<file path="config.mk">
export PLATFORM = sky130hd
export DESIGN_NAME = psq_ctrl
export DESIGN_NICKNAME = d
export VERILOG_FILES = /design/src/sv/psq_pkg.sv /design/src/sv/psq_ctrl.sv
export SDC_FILE = /design/constraint.sdc
export NUM_CORES = 1
export LEC_CHECK = 0
export BUFFER_PORTS_ARGS = -buffer_cell sky130_fd_sc_hd__buf_2
export CELL_PAD_IN_SITES_DETAIL_PLACEMENT = 1
export CELL_PAD_IN_SITES_GLOBAL_PLACEMENT = 1
export CORE_AREA = 2 2 39 41
export CTS_CLUSTER_DIAMETER = 40
export DETAILED_ROUTE_END_ITERATION = 8
export DIE_AREA = 0 0 41 43
export PLACE_DENSITY = 0.66
export SYNTH_ARGS = -nofsm -noshare
export SYNTH_HDL_FRONTEND = slang
export SYNTH_SLANG_ARGS = --single-unit
</file>
<file path="constraint.sdc">
create_clock -name clk -period 1.55 [get_ports clk]
set_input_delay 0.2325 -clock clk [delete_from_list [all_inputs] [get_ports clk]]
set_output_delay 0.2325 -clock clk [all_outputs]
set_load 0.03 [all_outputs]
</file>
<file path="src/sv/psq_pkg.sv">
// Shared types, constants and control codes for the positional sequence store.
`default_nettype none

package psq_pkg;

    localparam int CAPACITY = 1024;
    localparam int ADDR_W   = $clog2(CAPACITY);
    localparam int CNT_W    = $clog2(CAPACITY + 1);
    localparam int POS_W    = 11;
    localparam int DATA_W   = 32;

    typedef enum logic {
        OP_INSERT = 1'b0,
        OP_READ   = 1'b1
    } psq_op_t;

    typedef enum logic [1:0] {
        ST_OK    = 2'd0,
        ST_RANGE = 2'd1,
        ST_FULL  = 2'd2
    } psq_status_t;

    typedef struct packed {
        psq_op_t            operation;
        logic [POS_W-1:0]   position;
        logic signed [DATA_W-1:0] item_value;
    } psq_req_t;

    typedef struct packed {
        logic signed [DATA_W-1:0] read_value;
        psq_status_t        status;
        logic [POS_W-1:0]   element_count;
    } psq_rsp_t;

    typedef enum logic [2:0] {
        S_IDLE,
        S_DECIDE,
        S_READ_WAIT,
        S_SHIFT,
        S_DRAIN,
        S_WRITE,
        S_FINISH
    } psq_state_t;

    // controller -> datapath
    typedef struct packed {
        logic load;
        logic decide;
        logic shift_rd;
        logic read_issue;
        logic read_capture;
        logic write_new;
        logic out_load;
    } psq_cmd_t;

    // datapath -> controller
    typedef struct packed {
        logic is_read;
        logic err;
        logic shift_needed;
        logic shift_last;
        logic out_free;
    } psq_stat_t;

endpackage

`default_nettype wire

</file>
<file path="src/sv/psq_ctrl.sv">
// Control state machine: sequences checks, shifting, reads and result hand-off.
`default_nettype none

module psq_ctrl
    import psq_pkg::*;
(
    input  wire logic      clk,
    input  wire logic      rst_n,
    input  wire logic      req_valid,
    output logic           req_stall,
    input  wire psq_stat_t stat,
    output psq_cmd_t       cmd
);

    psq_state_t state_reg;
    psq_state_t state_next;

    always_ff @(posedge clk or negedge rst_n)
    begin
        if (!rst_n)
        begin
            state_reg <= S_IDLE;
        end
        else
        begin
            state_reg <= state_next;
        end
    end

    always_comb
    begin
        state_next = state_reg;
        cmd        = '0;
        req_stall  = 1'b1;
        case (state_reg)
            S_IDLE:
            begin
                req_stall = 1'b0;
                if (req_valid)
                begin
                    cmd.load   = 1'b1;
                    state_next = S_DECIDE;
                end
            end
            S_DECIDE:
            begin
                cmd.decide = 1'b1;
                if (stat.err)
                begin
                    state_next = S_FINISH;
                end
                else if (stat.is_read)
                begin
                    cmd.read_issue = 1'b1;
                    state_next     = S_READ_WAIT;
                end
                else if (stat.shift_needed)
                begin
                    state_next = S_SHIFT;
                end
                else
                begin
                    state_next = S_WRITE;
                end
            end
            S_READ_WAIT:
            begin
                cmd.read_capture = 1'b1;
                state_next       = S_FINISH;
            end
            S_SHIFT:
            begin
                cmd.shift_rd = 1'b1;
                if (stat.shift_last)
                begin
                    state_next = S_DRAIN;
                end
            end
            S_DRAIN:
            begin
                // last moved element is written back this cycle
                state_next = S_WRITE;
            end
            S_WRITE:
            begin
                cmd.write_new = 1'b1;
                state_next    = S_FINISH;
            end
            S_FINISH:
            begin
                if (stat.out_free)
                begin
                    cmd.out_load = 1'b1;
                    state_next   = S_IDLE;
                end
            end
            default:
            begin
                state_next = S_IDLE;
            end
        endcase
    end

endmodule

`default_nettype wire

</file>
# Word level (Yosys, flattened, before mapping)
# Cells that the tools add are included.
# totals
register_bits,3
latchBits,0
mem_bits_rw,0
rom_bits,0
inputBits,8
out_inout_bits,8
n_memories,0
# classes
n_addsub,0
n_mul,0
div,0
magnitude_cmp,0
eq_ne,9
shifts,0
mux,19
n_bitwise,0
reduce_logical,3
# op_table
op,count
3-bit 2-to-1 mux,6
3-bit one-hot mux with 6 select lines,1
1-bit 2-to-1 mux,12
3-bit equality test (second input constant),3
3-bit by 2-bit equality test with 1-bit output (second input constant),2
2-bit != test (second input constant),3
3-bit by 1-bit equality test with 1-bit output (second input constant),1
3-bit zero test,1
3-bit AND reduction,1
2-bit OR reduction,1

# Longest topological paths before layout
# depth
depth_word,4
mapped_depth,4
ltp_nobuf,3

# Worst setup path after synthesis
# Ideal clock, no wire load.
# synth_path
path_kind,register to output
start,register state_reg[2]
end,output port cmd[3] (netlist name)
arrival_ns,1.765
required_ns,1.317
setup_slack_ns,-0.448
stages_incl_launch_ff,4
n_path_buf,1
path_cell_list,dfrtp_1 buf_4 nor3_1 and3b_1
# synth_lines
item,line_no,source
start: declaration,psq_ctrl.sv:15,psq_state_t state_reg;
start signal: assignment,psq_ctrl.sv:26,state_reg <= state_next;
end: declaration,psq_ctrl.sv:12,output psq_cmd_t cmd

==> summary.md <==
| Metric | Value |
|---|---|
| Average wire per standard cell | `11.3 µm` |
| Reg clk slew, reported paths | `30 ps` |
| Crit path kind | `flip-flop to primary output` |
| Final Max Slew Viols | `0` |
| Startpoint class of the critical path | `flip-flop` |
| DRT iter0 DRCs | `4` |
| Syn Inst Count | `38` |
| First-pass DRT Iterations | `2` |
| Max stage delay on crit path | `480 ps` |
| Fin crit period | `1500 ps` |
| Initial antenna violation count | `0` |
| DR DRC count | `0` |
| TritonCTS clock tree | `built` |
| Post-synth top area share | `26.9%` |
| Crit end category | `primary output` |
| GRT Total Usage | `13.2%` |
| Final Cycle Share | `96.5%` |
| Commonest cells after routing, fill and taps aside | `buf_2, o21ai_0, buf_4` |
| Top cells by area, synth | `dfrtp_1, o21ai_0, nor3_1` |
| Die Ht | `43 µm` |
| R2R Setup Slk | `260 ps` |
| H-tree lvl count | `1` |
| P&R area growth vs syn | `58.7%` |
| Clk Latency, worst-skew pair | `240 ps` |
| PwrDens | `2140 mW/mm²` |
| Critical Path RT | `1320 ps` |
| Syn Area/Cell | `7.34 µm²` |
| Remaining Overflow, GRT | `0` |
| Clock sinks | `3` |
| Crit-path slowest cell | `dfrtp_2` |
| Core region area | `0.00138 mm²` |
| Synthesized net count | `46` |
| Initial core utilization | `20.2%` |
| Top-Level Pins | `16` |
| Largest area contributor in the netlist | `dfrtp_1` |
| Vias | `365` |
| Syn. warnings | `0` |
| Max-Slew Margin vs Limit | `82.1%` |
| First-pass GRT wire length | `1440 µm` |
| WHS | `300 ps` |
| Setup-failing EPs final | `0` |
| Final net count | `69` |
| Clock skew | `2.51 ps` |
| Crit path DAT | `1260 ps` |
| Sequential area share after synthesis | `26.9%` |
| #FFs+latches synth | `3` |
| Yosys cell types | `20` |
| Port bufs | `15` |
| Maximum root-to-sink buffer count | `2` |
| Final core occ | `32.0%` |
| Vias in the first global route | `356` |
| GPL Wtd Cong | `0.761` |
| Worst setup margin | `53.5 ps` |
| Clock buffer count from CTS | `3` |
| Status | `finished, final reports clean` |
| Largest register FFs | `3` |
| Placement Setup Slack | `142 ps` |
| Leak | `0.221 nW` |
| Root Buffer | `clkbuf_4` |
| Post-Syn Area | `279 µm²` |
| Slew of the pin with the lowest slew margin | `266 ps` |
| Worst Hold Class | `input pin to flip-flop` |
| Chip width | `41 µm` |
| Post-DR vias/cell | `4.80` |
| Ordered list of cells on the worst path | `nor3_4 -> and3b_2 -> buf_4` |
| Peak VDD IR | `0.000575 V` |
| Max Cap Viol | `0` |
| Commonest non-fill, non-tap cell in the layout | `buf_2` |
| WL final | `861 µm` |
| Max FO, Critical Path | `10` |
| Layout cells sized above 1 | `46.7%` |
| Post-DRT Antenna Nets | `0` |
| Die ar. | `0.00176 mm²` |
| Hold Violations, Final | `0` |
| FMAX | `668 MHz` |
| Post-layout total power | `0.949 mW` |
| Row cnt | `14` |
| Dpl hpwl | `606 µm` |
| Largest net degree at the start of global routing | `13` |
| Aggregate negative setup slack | `0 ps` |
| N_diodes | `0` |
==> cell type report <==
class / instances / area (µm²)
Clock buffer: 4 / 26.3
Fill cell: 182 / 941
Inverter: 3 / 11.3
Multi-Input combinational cell: 29 / 185
Sequential cell: 3 / 77.6
Tap cell: 16 / 20.0
Timing Repair Buffer: 21 / 123
==> metrics by stage <==
step	cells	area [µm²]
floorplan	38	292
global placement	68	382
detailed placement	68	382
CTS	73	423
global route	76	443
finish	76	443
==> worst paths after layout <==
kind | start | depth (start not counted) | endpoint
max in group asynchronous | rst_n | 2 | state_reg[2]
hold / removal | stat[1] | 3 | state_reg[2]
setup reg to reg | state_reg[1] | 3 | state_reg[0]
hold reg to reg | state_reg[0] | 2 | state_reg[0]
setup / recovery | state_reg[2] | 3 | cmd[3]
min in group asynchronous | rst_n | 2 | state_reg[0]
==> kinds of logic after synthesis <==
| kind of cell | Yosys count | synth area share, % |
|---|---|---|
| flip-flops | 3 | 26.9 |
| AND/OR/NAND/NOR | 18 | 36.8 |
| AO/OA/AOI/OAI | 11 | 25.1 |
| buffers and inverters | 6 | 11.2 |
==> critical path, delay by kind of cell (launching register included) <==
kind          cells  cell delay, ps
flops             1             480
simple gates      2             390
buf+inv           1             150
==> cells in the mapped netlist <==
master and number:
a32o_1 1, nor2_1 4, buf_4 2, nand2_1 3
nor3b_1 1, inv_1 3, dfrtp_1 3, a31oi_1 1
o21ai_0 5, and3b_1 1, or3_1 1, buf_2 1
nor3_1 3, o311ai_0 1, and2_1 2, a21oi_1 2
nor2b_4 1, nor4_1 1, and3_1 1, o32a_1 1
==> timing repair <==
action | 4_1_cts | 5_1_grt
hold endpoints to repair | 3 | 0
endpoints found under the setup margin | 6 | 2
gates resized for setup | 3 | 0
hold buffers | 1 | 0
setup buffers | 0 | 3
==> routing by layer <==
layer	GRT usage (%)	wire length, µm
met3	3.14	52
met1	14.7	363
met2	17.5	387
met5	0	0
met4	16.0	57
==> where the power goes <==
part	switching [mW]	leakage, nW	total, mW	internal [mW]
combinational	0.342	0.173	0.597	0.255
sequential	0.0839	0.0333	0.210	0.126
clock	0.0447	0.0150	0.141	0.0967
total	0.471	0.221	0.949	0.478
No activity file was read; power rests on OpenSTA's default activity.
